--- config.mk ---
export PLATFORM = sky130hd
export DESIGN_NAME = absolute_angle_to_step_tracker
export DESIGN_NICKNAME = d
export VERILOG_FILES = /design/src/sv/aast_pkg.sv /design/src/sv/aast_step.sv /design/src/sv/absolute_angle_to_step_tracker.sv
export SDC_FILE = /design/constraint.sdc
export NUM_CORES = 1
export LEC_CHECK = 0
export ABC_AREA = 1
export BUFFER_PORTS_ARGS = -buffer_cell sky130_fd_sc_hd__buf_4
export CAP_MARGIN = 20
export CORE_MARGIN = 2
export CORE_UTILIZATION = 40
export DETAILED_ROUTE_END_ITERATION = 7
export PLACE_DENSITY = 0.63
export SLEW_MARGIN = 15
export SYNTH_ARGS = -nofsm -noshare
export SYNTH_HDL_FRONTEND = slang
export SYNTH_SLANG_ARGS = --single-unit
--- constraint.sdc ---
create_clock -name clk -period 5.35 [get_ports clk]
set_clock_uncertainty 0.15 [all_clocks]
set_input_delay 0 -clock clk [delete_from_list [all_inputs] [get_ports clk]]
set_output_delay 0 -clock clk [all_outputs]
set_load 0.005 [all_outputs]
--- src/sv/aast_pkg.sv ---
// ----------------------------------------------------------------------------
// aast_pkg: shared types and constants for the angle step tracker
// Direction codes, configuration register indexes, reset values and the
// state and configuration records passed between the tracker modules.
// ----------------------------------------------------------------------------
package aast_pkg;

  localparam int AngleW    = 12;
  localparam int CountW    = 16;
  localparam int ThrW      = 8;
  localparam int BalanceW  = 9;
  localparam int CfgIndexW = 3;
  localparam int CfgDataW  = 16;

  // Wrap limits for the angle delta (half a turn and one turn)
  localparam logic signed [AngleW+1:0] HalfTurn = 14'sd2048;
  localparam logic signed [AngleW+1:0] FullTurn = 14'sd4096;

  // Reset values of the configuration registers
  localparam logic [AngleW-1:0] DeadzoneReset     = 12'd42;
  localparam logic [ThrW-1:0]   ThresholdReset    = 8'd2;
  localparam logic [CountW-1:0] HoldTicksReset    = 16'd100;
  localparam logic [CountW-1:0] LogicalStepReset  = 16'd1;
  localparam logic [CountW-1:0] StepsPerTurnReset = 16'd24;
  localparam logic [AngleW-1:0] StartAngleReset   = 12'd0;

  typedef enum logic [1:0] {
    DIR_NONE = 2'd0,
    DIR_CW   = 2'd1,
    DIR_CCW  = 2'd2
  } dir_t;

  typedef enum logic [CfgIndexW-1:0] {
    CFG_DEADZONE       = 3'd0,
    CFG_THRESHOLD      = 3'd1,
    CFG_HOLD_TICKS     = 3'd2,
    CFG_LOGICAL_STEP   = 3'd3,
    CFG_STEPS_PER_TURN = 3'd4,
    CFG_START_ANGLE    = 3'd5
  } cfg_index_t;

  typedef struct packed {
    logic [AngleW-1:0] deadzone;
    logic [ThrW-1:0]   threshold;
    logic [CountW-1:0] hold_ticks;
    logic [CountW-1:0] logical_step;
    logic [CountW-1:0] steps_per_turn;
  } track_cfg_t;

  typedef struct packed {
    logic [AngleW-1:0]          last_angle;
    logic [CountW-1:0]          logical_count;
    logic [CountW-1:0]          physical_count;
    logic signed [BalanceW-1:0] balance;
    dir_t                       dir;
    logic [CountW-1:0]          hold_timer;
  } track_state_t;

endpackage

--- src/sv/aast_step.sv ---
// ----------------------------------------------------------------------------
// aast_step: next-state logic for one angle sample
// Runs the hold timer, wraps the angle delta, applies the deadzone and
// advances logical position, physical index and direction balance.
// ----------------------------------------------------------------------------
module aast_step (
  input  aast_pkg::track_cfg_t             cfg,
  input  aast_pkg::track_state_t           cur,
  input  logic [aast_pkg::AngleW-1:0]      angle,
  input  logic                             sample_ok,
  output aast_pkg::track_state_t           nxt,
  output logic                             moved
);
  import aast_pkg::*;

  logic signed [AngleW+1:0]   diff;
  logic signed [AngleW+1:0]   delta;
  logic signed [AngleW+1:0]   mag_full;
  logic [AngleW-1:0]          mag;
  logic                       neg;
  logic signed [BalanceW-1:0] bal_up;
  logic signed [BalanceW-1:0] bal_dn;
  logic signed [BalanceW:0]   thr_s;
  logic                       latch_up;
  logic                       latch_dn;
  logic [CountW-1:0]          phys_up;
  logic [CountW-1:0]          phys_dn;
  logic [CountW-1:0]          hold_run;
  dir_t                       dir_run;

  // Count down the hold timer, drop the direction once it has run out
  always_comb begin
    if (cur.hold_timer != '0) begin
      hold_run = cur.hold_timer - 1'b1;
      dir_run  = cur.dir;
    end else begin
      hold_run = cur.hold_timer;
      dir_run  = DIR_NONE;
    end
  end

  // Wrap the delta into half a turn either way and take its magnitude
  always_comb begin
    diff = $signed({2'b00, angle}) - $signed({2'b00, cur.last_angle});
    if (diff > HalfTurn) begin
      delta = diff - FullTurn;
    end else if (diff < -HalfTurn) begin
      delta = diff + FullTurn;
    end else begin
      delta = diff;
    end
    neg      = delta[AngleW+1];
    mag_full = neg ? -delta : delta;
    mag      = mag_full[AngleW-1:0];
  end

  assign moved = sample_ok && (mag >= cfg.deadzone);

  // Balance moves one step; latch when it reaches the threshold
  assign bal_up   = cur.balance + 9'sd1;
  assign bal_dn   = cur.balance - 9'sd1;
  assign thr_s    = $signed({2'b00, cfg.threshold});
  assign latch_up = $signed({bal_up[BalanceW-1], bal_up}) >= thr_s;
  assign latch_dn = $signed({bal_dn[BalanceW-1], bal_dn}) <= -thr_s;

  // Physical index wraps over one turn
  always_comb begin
    phys_up = cur.physical_count + 1'b1;
    if (phys_up >= cfg.steps_per_turn) begin
      phys_up = '0;
    end
    phys_dn = cur.physical_count - 1'b1;
    if (phys_dn >= cfg.steps_per_turn) begin
      phys_dn = cfg.steps_per_turn - 1'b1;
    end
  end

  // Assemble the next state
  always_comb begin
    nxt            = cur;
    nxt.hold_timer = hold_run;
    nxt.dir        = dir_run;
    if (moved) begin
      nxt.last_angle = angle;
      if (neg) begin
        nxt.logical_count  = cur.logical_count - cfg.logical_step;
        nxt.physical_count = phys_dn;
        if (latch_dn) begin
          nxt.balance    = '0;
          nxt.dir        = DIR_CCW;
          nxt.hold_timer = cfg.hold_ticks;
        end else begin
          nxt.balance = bal_dn;
        end
      end else begin
        nxt.logical_count  = cur.logical_count + cfg.logical_step;
        nxt.physical_count = phys_up;
        if (latch_up) begin
          nxt.balance    = '0;
          nxt.dir        = DIR_CW;
          nxt.hold_timer = cfg.hold_ticks;
        end else begin
          nxt.balance = bal_up;
        end
      end
    end
  end

endmodule

--- src/sv/absolute_angle_to_step_tracker.sv ---
// ----------------------------------------------------------------------------
// absolute_angle_to_step_tracker: absolute angle samples to step counts
// Turns 12-bit absolute angle samples into logical position, physical step
// index and a held direction report, one result per sample.
// ----------------------------------------------------------------------------
// Channel  Dir  Handshake          Payload
// s_axis   in   s_tvalid/s_tready  s_tdata angle, s_tuser sample_ok
// m_axis   out  m_tvalid/m_tready  m_tdata direction, index, position, moved
// cfg      in   cfg_valid/ready    cfg_index, cfg_data
//
// One sample per cycle sustained while m_tready stays high; each sample passes
// through the input register, then the result register.
// The tracker state updates in the cycle the sample moves into the result
// register, so consecutive samples see each other's updates directly.
// A stalled m_tready holds the result register and then the input register.
// rst (synchronous) restores config, tracker state and valid flags to defaults.
// ----------------------------------------------------------------------------
module absolute_angle_to_step_tracker (
  input  logic                               clk,
  input  logic                               rst,
  // sample request
  input  logic                               s_tvalid,
  output logic                               s_tready,
  input  logic [15:0]                        s_tdata,  // [11:0] angle, [15:12] zero
  input  logic [0:0]                         s_tuser,  // [0] sample_ok
  // result
  output logic                               m_tvalid,
  input  logic                               m_tready,
  output logic [39:0]                        m_tdata,  // [1:0] direction,
                                                       // [17:2] physical_index,
                                                       // [33:18] logical_position,
                                                       // [34] moved, [39:35] zero
  // configuration writes
  input  logic                               cfg_valid,
  output logic                               cfg_ready,
  input  logic [aast_pkg::CfgIndexW-1:0]     cfg_index,
  input  logic [aast_pkg::CfgDataW-1:0]      cfg_data
);
  import aast_pkg::*;

  track_cfg_t          cfg;
  track_state_t        st;
  track_state_t        st_next;
  logic                step_moved;

  logic                in_valid;
  logic [AngleW-1:0]   in_angle;
  logic                in_ok;
  logic                fire;
  logic                cfg_we;

  logic [1:0]          out_dir;
  logic [CountW-1:0]   out_phys;
  logic [CountW-1:0]   out_logical;
  logic                out_moved;

  assign cfg_ready = 1'b1;
  assign cfg_we    = cfg_valid && cfg_ready;
  assign fire      = in_valid && (!m_tvalid || m_tready);
  assign s_tready  = !in_valid || fire;

  aast_step u_step (
    .cfg       (cfg),
    .cur       (st),
    .angle     (in_angle),
    .sample_ok (in_ok),
    .nxt       (st_next),
    .moved     (step_moved)
  );

  // Configuration registers
  always_ff @(posedge clk) begin
    if (rst) begin
      cfg.deadzone       <= DeadzoneReset;
      cfg.threshold      <= ThresholdReset;
      cfg.hold_ticks     <= HoldTicksReset;
      cfg.logical_step   <= LogicalStepReset;
      cfg.steps_per_turn <= StepsPerTurnReset;
    end else if (cfg_we) begin
      unique case (cfg_index)
        CFG_DEADZONE:       cfg.deadzone       <= cfg_data[AngleW-1:0];
        CFG_THRESHOLD:      cfg.threshold      <= cfg_data[ThrW-1:0];
        CFG_HOLD_TICKS:     cfg.hold_ticks     <= cfg_data;
        CFG_LOGICAL_STEP:   cfg.logical_step   <= cfg_data;
        CFG_STEPS_PER_TURN: cfg.steps_per_turn <= cfg_data;
        default: ;
      endcase
    end
  end

  // Tracker state; a start angle write also reloads the reference angle
  always_ff @(posedge clk) begin
    if (rst) begin
      st.last_angle     <= StartAngleReset;
      st.logical_count  <= '0;
      st.physical_count <= '0;
      st.balance        <= '0;
      st.dir            <= DIR_NONE;
      st.hold_timer     <= '0;
    end else if (cfg_we && (cfg_index == CFG_START_ANGLE)) begin
      st.last_angle <= cfg_data[AngleW-1:0];
    end else if (fire) begin
      st <= st_next;
    end
  end

  // Input register: take a request whenever the slot frees up
  always_ff @(posedge clk) begin
    if (rst) begin
      in_valid <= 1'b0;
    end else if (s_tready) begin
      in_valid <= s_tvalid;
    end
  end

  always_ff @(posedge clk) begin
    if (s_tvalid && s_tready) begin
      in_angle <= s_tdata[AngleW-1:0];
      in_ok    <= s_tuser[0];
    end
  end

  // Result register: load on fire, drop once taken
  always_ff @(posedge clk) begin
    if (rst) begin
      m_tvalid <= 1'b0;
    end else if (fire) begin
      m_tvalid <= 1'b1;
    end else if (m_tready) begin
      m_tvalid <= 1'b0;
    end
  end

  always_ff @(posedge clk) begin
    if (fire) begin
      out_dir     <= st_next.dir;
      out_phys    <= st_next.physical_count;
      out_logical <= st_next.logical_count;
      out_moved   <= step_moved;
    end
  end

  assign m_tdata = {5'b0, out_moved, out_logical, out_phys, out_dir};

  // A full input register only ever waits on a full, stalled result register
  a_stall_cause: assert property (@(posedge clk) disable iff (rst)
    !s_tready |-> (in_valid && m_tvalid && !m_tready))
    else $error("input stalled without a stalled result");

  // A sample without a step leaves the logical position alone
  a_no_step_hold: assert property (@(posedge clk) disable iff (rst)
    (fire && !step_moved && !cfg_we) |=> $stable(st.logical_count))
    else $error("logical position moved without a step");

  // An expired timer with no step reports no direction
  a_dir_expire: assert property (@(posedge clk) disable iff (rst)
    (fire && !step_moved && (st.hold_timer == '0)) |=> (st.dir == DIR_NONE))
    else $error("direction held past its timer");

  // Direction never takes the unused code
  a_dir_code: assert property (@(posedge clk) disable iff (rst)
    m_tvalid |-> (out_dir != 2'd3))
    else $error("unused direction code on the result");

endmodule

# Word-level counts from Yosys, hierarchy flattened
# Index checks and enable logic that the tools add are counted.
[totals]
register_bits = 189
latchBits = 0
ram_bits = 0
romBits = 0
out_inout_bits = 43
word_cells = 83
memories = 0
[classes]
n_addsub = 13
n_mul = 0
div_mod_pow = 0
magnitude_cmp = 7
eq_ne = 5
n_shift = 0
muxes = 17
n_bitwise = 1
reduce_logical = 21
[ops]
columns = ["op", "count"]
rows = [
  ["two-way mux 71 bit", 2],
  ["two-way mux 59 bit", 1],
  ["two-way mux 16 bit", 3],
  ["subtractor 16 x 1 -> 16 bit (second input constant)", 3],
  ["two-way mux 18 bit", 2],
  ["greater-or-equal comparator 16 bit", 2],
  ["two-way mux 14 bit", 2],
  ["two-way mux 12 bit", 2],
  ["two-way mux 9 bit", 2],
  ["adder 16 x 1 -> 16 bit (second input constant)", 1],
  ["adder 16 bit", 1],
  ["nonzero test 16 bit", 1],
  ["subtractor 16 bit", 1],
  ["adder 14 bit (second input constant)", 1],
  ["> comparator 14 x 13 -> 1 bit (second input constant)", 1],
  ["less-than comparator 14 x 12 -> 1 bit (second input constant)", 1],
  ["AND reduction 2 bit", 7],
  ["subtractor 14 bit (second input constant)", 1],
  ["subtractor 12 x 12 -> 13 bit", 1],
  ["greater-or-equal comparator 12 bit", 1],
  ["negator 12 bit", 1],
  ["less-or-equal comparator 9 x 10 -> 1 bit", 1],
  ["negator 8 -> 10 bit", 1],
  ["adder 9 x 2 -> 9 bit (second input constant)", 1],
  ["14 further kinds", 24],
]

# Longest topological paths before layout
# Gate-level depths: netlist (run 1).
[logic_depth]
word_depth = 11
depth_mapped = 34
ltp_nobuf = 32

# By module
# A second synthesis (run 1) with hierarchy kept.
[hier_totals]
cells_unflattened = 1895
hier_area_um2 = 13006.2
[modules_own_cells]
columns = ["mod", "instances", "cells_each", "area_per_inst_um2", "seq_area_each_um2"]
rows = [
  ["absolute_angle_to_step_tracker", 1, 726, 6596.3, 4264.1],
  ["aast_step", 1, 1169, 6409.9, 0.0],
]

# Worst setup path before layout (run 1)
# OpenSTA, ideal clock, no wires.
[synth_timing]
path_type = "reg2reg"
start = "register in_angle[0]"
end = "register out_logical[13] (data pin)"
arrival_time_ns = 4.052
setup_slack_ns = 0.893
path_stages_with_launch = 26
n_path_buf = 2
path_cell_list = "edfxtp_1 inv_1 ha_1 fa_1 ha_1 a21boi_1 nand3_1 nor2_1 nand3_1 nor2_2 nand3_2 nand2_4 buf_6 buf_4 nand2_1 xor2_1 ha_1 nand2_1 o21a_1 o21ai_2 a21boi_0 o21ai_0 a21oi_1 or2_2 nand3_1 nand2_1"
[synth_rtl]
columns = ["element", "line_no", "source"]
rows = [
  ["start: declaration", "absolute_angle_to_step_tracker.sv:47", "logic [AngleW-1:0] in_angle;"],
  ["start signal: assignment", "absolute_angle_to_step_tracker.sv:118", "in_angle <= s_tdata[AngleW-1:0];"],
  ["end signal: assignment", "absolute_angle_to_step_tracker.sv:138", "out_logical <= st_next.logical_count;"],
  ["end: declaration", "absolute_angle_to_step_tracker.sv:54", "logic [CountW-1:0] out_logical;"],
]

==> results of run 1 <==
-- worst max-delay path: stages, from the launching register on --
cell and delay (ns):
edfxtp_1 0.33, inv_1 0.05, ha_1 0.21, fa_1 0.52, ha_1 0.17, a21boi_1 0.16, nand3_1 0.12, nor2_1 0.14
nand3_1 0.10, nor2_2 0.14, nand3_2 0.12, nand2_4 0.19, inv_2 0.17, nand2_1 0.11, xor2_1 0.15, inv_1 0.06
ha_1 0.28, nand2_1 0.06, o21ai_0 0.17, nand2_1 0.07, nand4_1 0.11, nand2_2 0.08, inv_2 0.06, buf_4 0.42
nand3_1 0.18, a21oi_1 0.22, inv_1 0.05
-- timing repair --
| item | CTS | global route |
|---|---|---|
| endpoints found under the hold margin | 111 | 0 |
| hold buffers | 58 | 0 |
| setup endpoints to repair | 0 | 7 |
| resized for setup | 0 | 5 |
-- logic make-up after synthesis --
logic type	Yosys count	share of synthesized area (%)
buffers and inverters	339	10.3
AND/OR/NAND/NOR	840	26.2
AO/OA/AOI/OAI	375	15.1
adder cells (fa/ha/maj)	98	9.40
other	2	0.0569
flip-flops	189	32.3
XOR/XNOR	98	6.61
-- cell usage after synthesis, types with 20 or more instances --
| cell type | count |
|---|---|
| nor3_1 | 23 |
| dfxtp_1 | 141 |
| ha_1 | 96 |
| xor2_1 | 83 |
| nor2_1 | 158 |
| a21oi_1 | 167 |
| edfxtp_1 | 48 |
| nand4_1 | 20 |
| nand2_1 | 520 |
| o21ai_0 | 148 |
| inv_1 | 253 |
| nand3_1 | 80 |
| clkbuf_1 | 49 |
-- layout make-up --
type | count | area, um^2
inverters | 261 | 981
flip-flops and latches | 189 | 4260
fillers | 3354 | 17300
clock buffers | 17 | 425
multi-input cells | 1417 | 7610
clock inverters | 15 | 139
repair buffers | 144 | 1230
well taps | 442 | 553
-- path summary, 6_finish.rpt --
check | cells past startpoint | to
setup reg to reg | 26 | out_dir[1]$_DFFE_PP_
hold / removal | 2 | in_ok$_DFFE_PP_
setup / recovery | 26 | out_dir[1]$_DFFE_PP_
hold reg to reg | 2 | cfg[38]$_SDFFE_PP1P_
-- metrics by stage --
stage	worst slack (ns)	instances	util (%)
after floorplan	0.894	1945	-
after global placement	0.567	2395	43.2
after detailed placement	0.476	2395	43.2
after CTS	0.446	2485	46.7
after global routing	0.0130	2485	46.7
final	0.501	2485	46.7
-- state kept, by name (all words and copies together), names as in the netlist --
signal       flops
out_phys        16
in_ok            1
out_moved        1
cfg             68
m_tvalid         1
out_dir          2
in_valid         1
st              71
in_angle        12
out_logical     16
-- power by group --
part,switching (uW),internal (uW),leakage (uW)
Sequential,137,1670,0.00161
Clock,606,648,0.000264
Combinational,2850,1590,0.00541
Total,3600,3910,0.00729
-- metal layers --
metal	global-route usage, %	up-vias
li1	-	6422
met1	26.3	5552
met4	8.16	2
met2	34.4	280
met3	4.25	60
met5	0	-
==> results.toml, run 1 <==
[detailed_routing]
drt_iter0_markers = 780
first_pass_iters = 7
vias = 12300
via_per_inst = 4.96
m1WireLength_um = 16200
wl_per_cell_um = 14.0
dr.max_layer_used = "met5"
drc = 0
wirelength_um = 34800
wl_met3_um = 1790
antenna_left = 0
dr_wl_met2_um = 15800

[pwr]
ir_drop_mv = 0.268
power.total_uw = 7510
p_per_area_nw_per_um2 = 494
p_leak_uw = 0.00729

[sta]
slew-limit-headroom_pct = 52.5
fmax_ghz = 0.206
drv_slew = 0
timing.hold.ws_ns = 0.111
rsz0062_at_grt = "no"
setup_viol = 0
post-route-min-period_ns = 4.85
fin_setup_tns_ns = 0
finalCritPeriodShare_pct = 90.6
tightest_slew_ns = 0.712
hold_viol = 0

[logic_synthesis]
synth.avg_cell_area_um2 = 6.81
yosysSeqAreaShare_pct = 32.3
synth-edff-count = 48
synth_area_um2 = 13200
synth_ff_type = "dfxtp_1"
async_flop_share_pct = 0
yosys.area.top_type = "dfxtp_1"
yosysUniqueCellTypes = 48
yosysWarnings = 0
synth_top_area_share_pct = 21.4
synthCells = 1941
synth-seq-cells = 189
synth_area_leaders = "dfxtp_1 21%, nand2_1 15%, edfxtp_1 11%"

[setup_path]
cp-startpoint = "in_angle[0]$_DFFE_PP_"
crit_fanout = 40
critPathLaunchType = "flip-flop"
critical_path_class = "reg -> reg"
critPathArrivalTime_ns = 4.91
r2r-start = "in_angle[0]$_DFFE_PP_"
r2r_setup_slack_ns = 0.50
crit_required_ns = 5.41
worstSetupEndpointType = "flip-flop"

[floorplan]
dieArea_um2 = 34500
ioPinCount = 84
fp.dieW_um = 186
core_area_um2 = 32500
row_count = 66
die_h_um = 186
initial_core_util_pct = 40.6

[placement]
dp_hpwl_um = 25000
port_buffers = 73
gp_congestion = 0.907
dpl-instance-area_um2 = 14000

[global_routing]
antenna_found_initial = 1
grt_max_degree = 60
grt_overflow_total = 0
grt_use_total_pct = 20.7
grt_pass1_vias = 11500
grt_pass1_wl_um = 56800

[clock_tree]
cts_tree = "done"
h-tree-depth = 4
clockBufferDepth = 2
cts_root_buffer = "clkbuf_16"
clk_latency_ns = 0.45
clkSinkCount = 189
clk_pin_slew_worst_paths_ns = 0.07
cts_buffers = 17
cts_setup_buffers = 0

[cells_and_area]
final_common_cell = "nand2_1"
fin_area_um2 = 15200
final_cell_mix = "519 x nand2_1, 252 x inv_1, 166 x a21oi_1, 157 x nor2_1, 146 x o21ai_0"
syn_to_final_growth_pct = 15.1
n_antenna_cell = 0
drive_gt1_share_pct = 7.59
nNetsFinal = 2169

[hold_path]
worstHoldPathType = "in -> reg"
hold_start = "s_tuser"

[run]
drv_cap = 0

[status]
status = "complete, no violations"
No activity file was read; power rests on OpenSTA's default activity.
==> run 2, diff against run 1 <==
Settings changed: CTS_CLUSTER_SIZE set to 12, MAX_ROUTING_LAYER set to met4.
==> run 2 against run 1 <==
Net effect:
- die area unchanged
- wire length up 1.9%
- global-route usage up 1.0 points
- highest routed layer is now met4
==> results.toml, run 2 (same netlist as run 1, synthesis figures left out) <==
[sta]
fin_setup_tns_ns = 0
hold_viol = 0
finalCritPeriodShare_pct = 91.8
timing.final.ws_setup_ns = 0.438
setup_viol = 0
fmax_ghz = 0.204
tightest_slew_ns = 0.684
post-route-min-period_ns = 4.91
rsz0062_at_grt = "no"
drv_slew = 0
slew-limit-headroom_pct = 54.4

[clock_tree]
cts_root_buffer = "clkbuf_16"
clockBufferDepth = 2
cts_setup_buffers = 0
clkSinkCount = 189
clk_pin_slew_worst_paths_ns = 0.08
cts_tree = "done"
clk_latency_ns = 0.45
cts_buffers = 17
h-tree-depth = 4

[floorplan]
ioPinCount = 84
dieArea_um2 = 34500
core_area_um2 = 32500
initial_core_util_pct = 40.6
die_h_um = 186
row_count = 66
fp.dieW_um = 186

[detailed_routing]
wirelength_um = 35500
vias = 12400
drt_iter0_markers = 629
via_per_inst = 4.99
wl_per_cell_um = 14.3
drc = 0
antenna_left = 0
first_pass_iters = 6

[status]
status = "complete, no violations"

[pwr]
ir_drop_mv = 0.290
clkPwrFrac_pct = 17.4
internal_power_uw = 3990
p_leak_uw = 0.00732
p_per_area_nw_per_um2 = 500
p_switching_uw = 3640
switching_share_pct = 47.7
combinationalPowerShare_pct = 58.8
seqPwrFrac_pct = 23.7

[cells_and_area]
regMostFlops = "st"
largest_reg_flops = 71
syn_to_final_growth_pct = 15.4
multi_input_area_um2 = 7610
n_antenna_cell = 0
final_common_cell = "nand2_1"
regArea_um2 = 4260
final_cell_mix = "519 x nand2_1, 252 x inv_1, 167 x a21oi_1, 157 x nor2_1, 148 x o21ai_0"
drive_gt1_share_pct = 7.78
nNetsFinal = 2171
final_core_util_pct = 46.9
reg.largest.list = "st (71), cfg (68)"
fillers = 3362

[global_routing]
grt_use_total_pct = 21.7
antenna_found_initial = 0
grt_pass1_vias = 11600
grt_overflow_total = 0
grt_max_degree = 64
grt_pass1_wl_um = 57800

[hold_path]
worstHoldPathType = "in -> reg"
min_to = "in_ok$_DFFE_PP_"
hold_depth = 2
hold_start = "s_tuser"

[setup_path]
crit_required_ns = 5.54
worstSetupEndpointType = "flip-flop"
r2r_setup_slack_ns = 0.44
critPathArrivalTime_ns = 5.10
critPathLaunchType = "flip-flop"
rr_worst_depth = 24
reg2reg_to = "st[57]$_SDFFE_PP0P_"
critical_path_class = "reg -> reg"
crit_fanout = 26
r2r-start = "in_angle[0]$_DFFE_PP_"

[placement]
post-place-ws_ns = 0.457
dp_hpwl_um = 25600
port_buffers = 73
gp_congestion = 0.892

[run]
drv_cap = 0
## run 2: changes by cell type in the layout (fill, tap and decap cells not counted), moves of 2 or more
cell | previous run | this run
o21ai_1 | 10 | 8
dlygate4sd3_1 | 58 | 56
inv_8 | 2 | 5
buf_4 | 85 | 90
o21ai_0 | 146 | 148
## run 2: how the worst max path moves through the flow
stage	slack (ns)	end	start	depth (start not counted)
global route	0.05	st[55]$_SDFFE_PP0P_	in_angle[0]$_DFFE_PP_	29
detailed placement	0.46	out_logical[13]$_DFFE_PP_	in_angle[0]$_DFFE_PP_	23
finish	0.44	st[57]$_SDFFE_PP0P_	in_angle[0]$_DFFE_PP_	24
CTS	0.43	st[57]$_SDFFE_PP0P_	in_angle[0]$_DFFE_PP_	24
floorplan	0.89	out_logical[13]$_DFFE_PP_	in_angle[0]$_DFFE_PP_	25
global placement	0.61	st[56]$_SDFFE_PP0P_	in_angle[0]$_DFFE_PP_	26
## run 2: what timing repair did
| action | CTS | global route |
|---|---|---|
| hold endpoints to repair | 111 | 0 |
| setup endpoints to repair | 0 | 1 |
| hold buffers | 56 | 0 |
| resized for setup | 0 | 1 |
## run 2: power by group through the flow
stage | registers, uW | logic [uW] | clock network (uW)
global placement | 1840 | 4300 | 0
floorplan | 1810 | 3490 | 0
finish | 1810 | 4480 | 1330
CTS | 1810 | 4450 | 1370
global route | 1840 | 5190 | 1430
detailed placement | 1840 | 4390 | 0
## run 2: cell type report
class / count / area share, %
inverter: 261 / 6.44
multi-input combinational: 1417 / 49.9
tap: 442 / 3.63
clock inverter: 15 / 1.17
sequential: 189 / 28.0
timing repair buffer: 146 / 8.11
clock buffer: 17 / 2.79
## run 2: critical path, stage by stage (launching register included)
cell and delay, ns:
edfxtp_1 0.33, inv_1 0.05, ha_1 0.20, fa_1 0.53, ha_1 0.18, a21boi_1 0.16, nand3_1 0.11, nor2_1 0.14
nand3_1 0.10, nor2_2 0.14, nand3_2 0.12, nand2_4 0.20, inv_2 0.16, buf_4 0.28, a31oi_1 0.22, xor2_1 0.09
ha_1 0.33, inv_1 0.10, nor3_1 0.31, nand2_1 0.08, o21ai_0 0.28, xnor2_1 0.15, o21ai_0 0.11, o21ai_0 0.17
inv_1 0.06
## run 2: per-layer routing
metal | up-vias | GRT usage, % | part of all wire, %
li1 | 6439 | - | -
met1 | 5694 | 27.3 | 47
met2 | 234 | 36.2 | 47
met3 | 48 | 3.17 | 4.1
met4 | 0 | 6.71 | 2.0
met5 | - | - | 0
## run 2: through the flow
| stage | hold WS, ns | cell area [um^2] | std cells | total power (uW) |
|---|---|---|---|---|
| after detailed placement | 0.0298 | 14100 | 2399 | 6230 |
| after global routing | 0.102 | 15200 | 2487 | 8450 |
| after CTS | 0.0827 | 15200 | 2487 | 7630 |
| final | 0.110 | 15200 | 2487 | 7620 |
| after global placement | 0.0311 | 14100 | 2399 | 6140 |
| after floorplan | -0.0511 | 13200 | 1945 | 5300 |
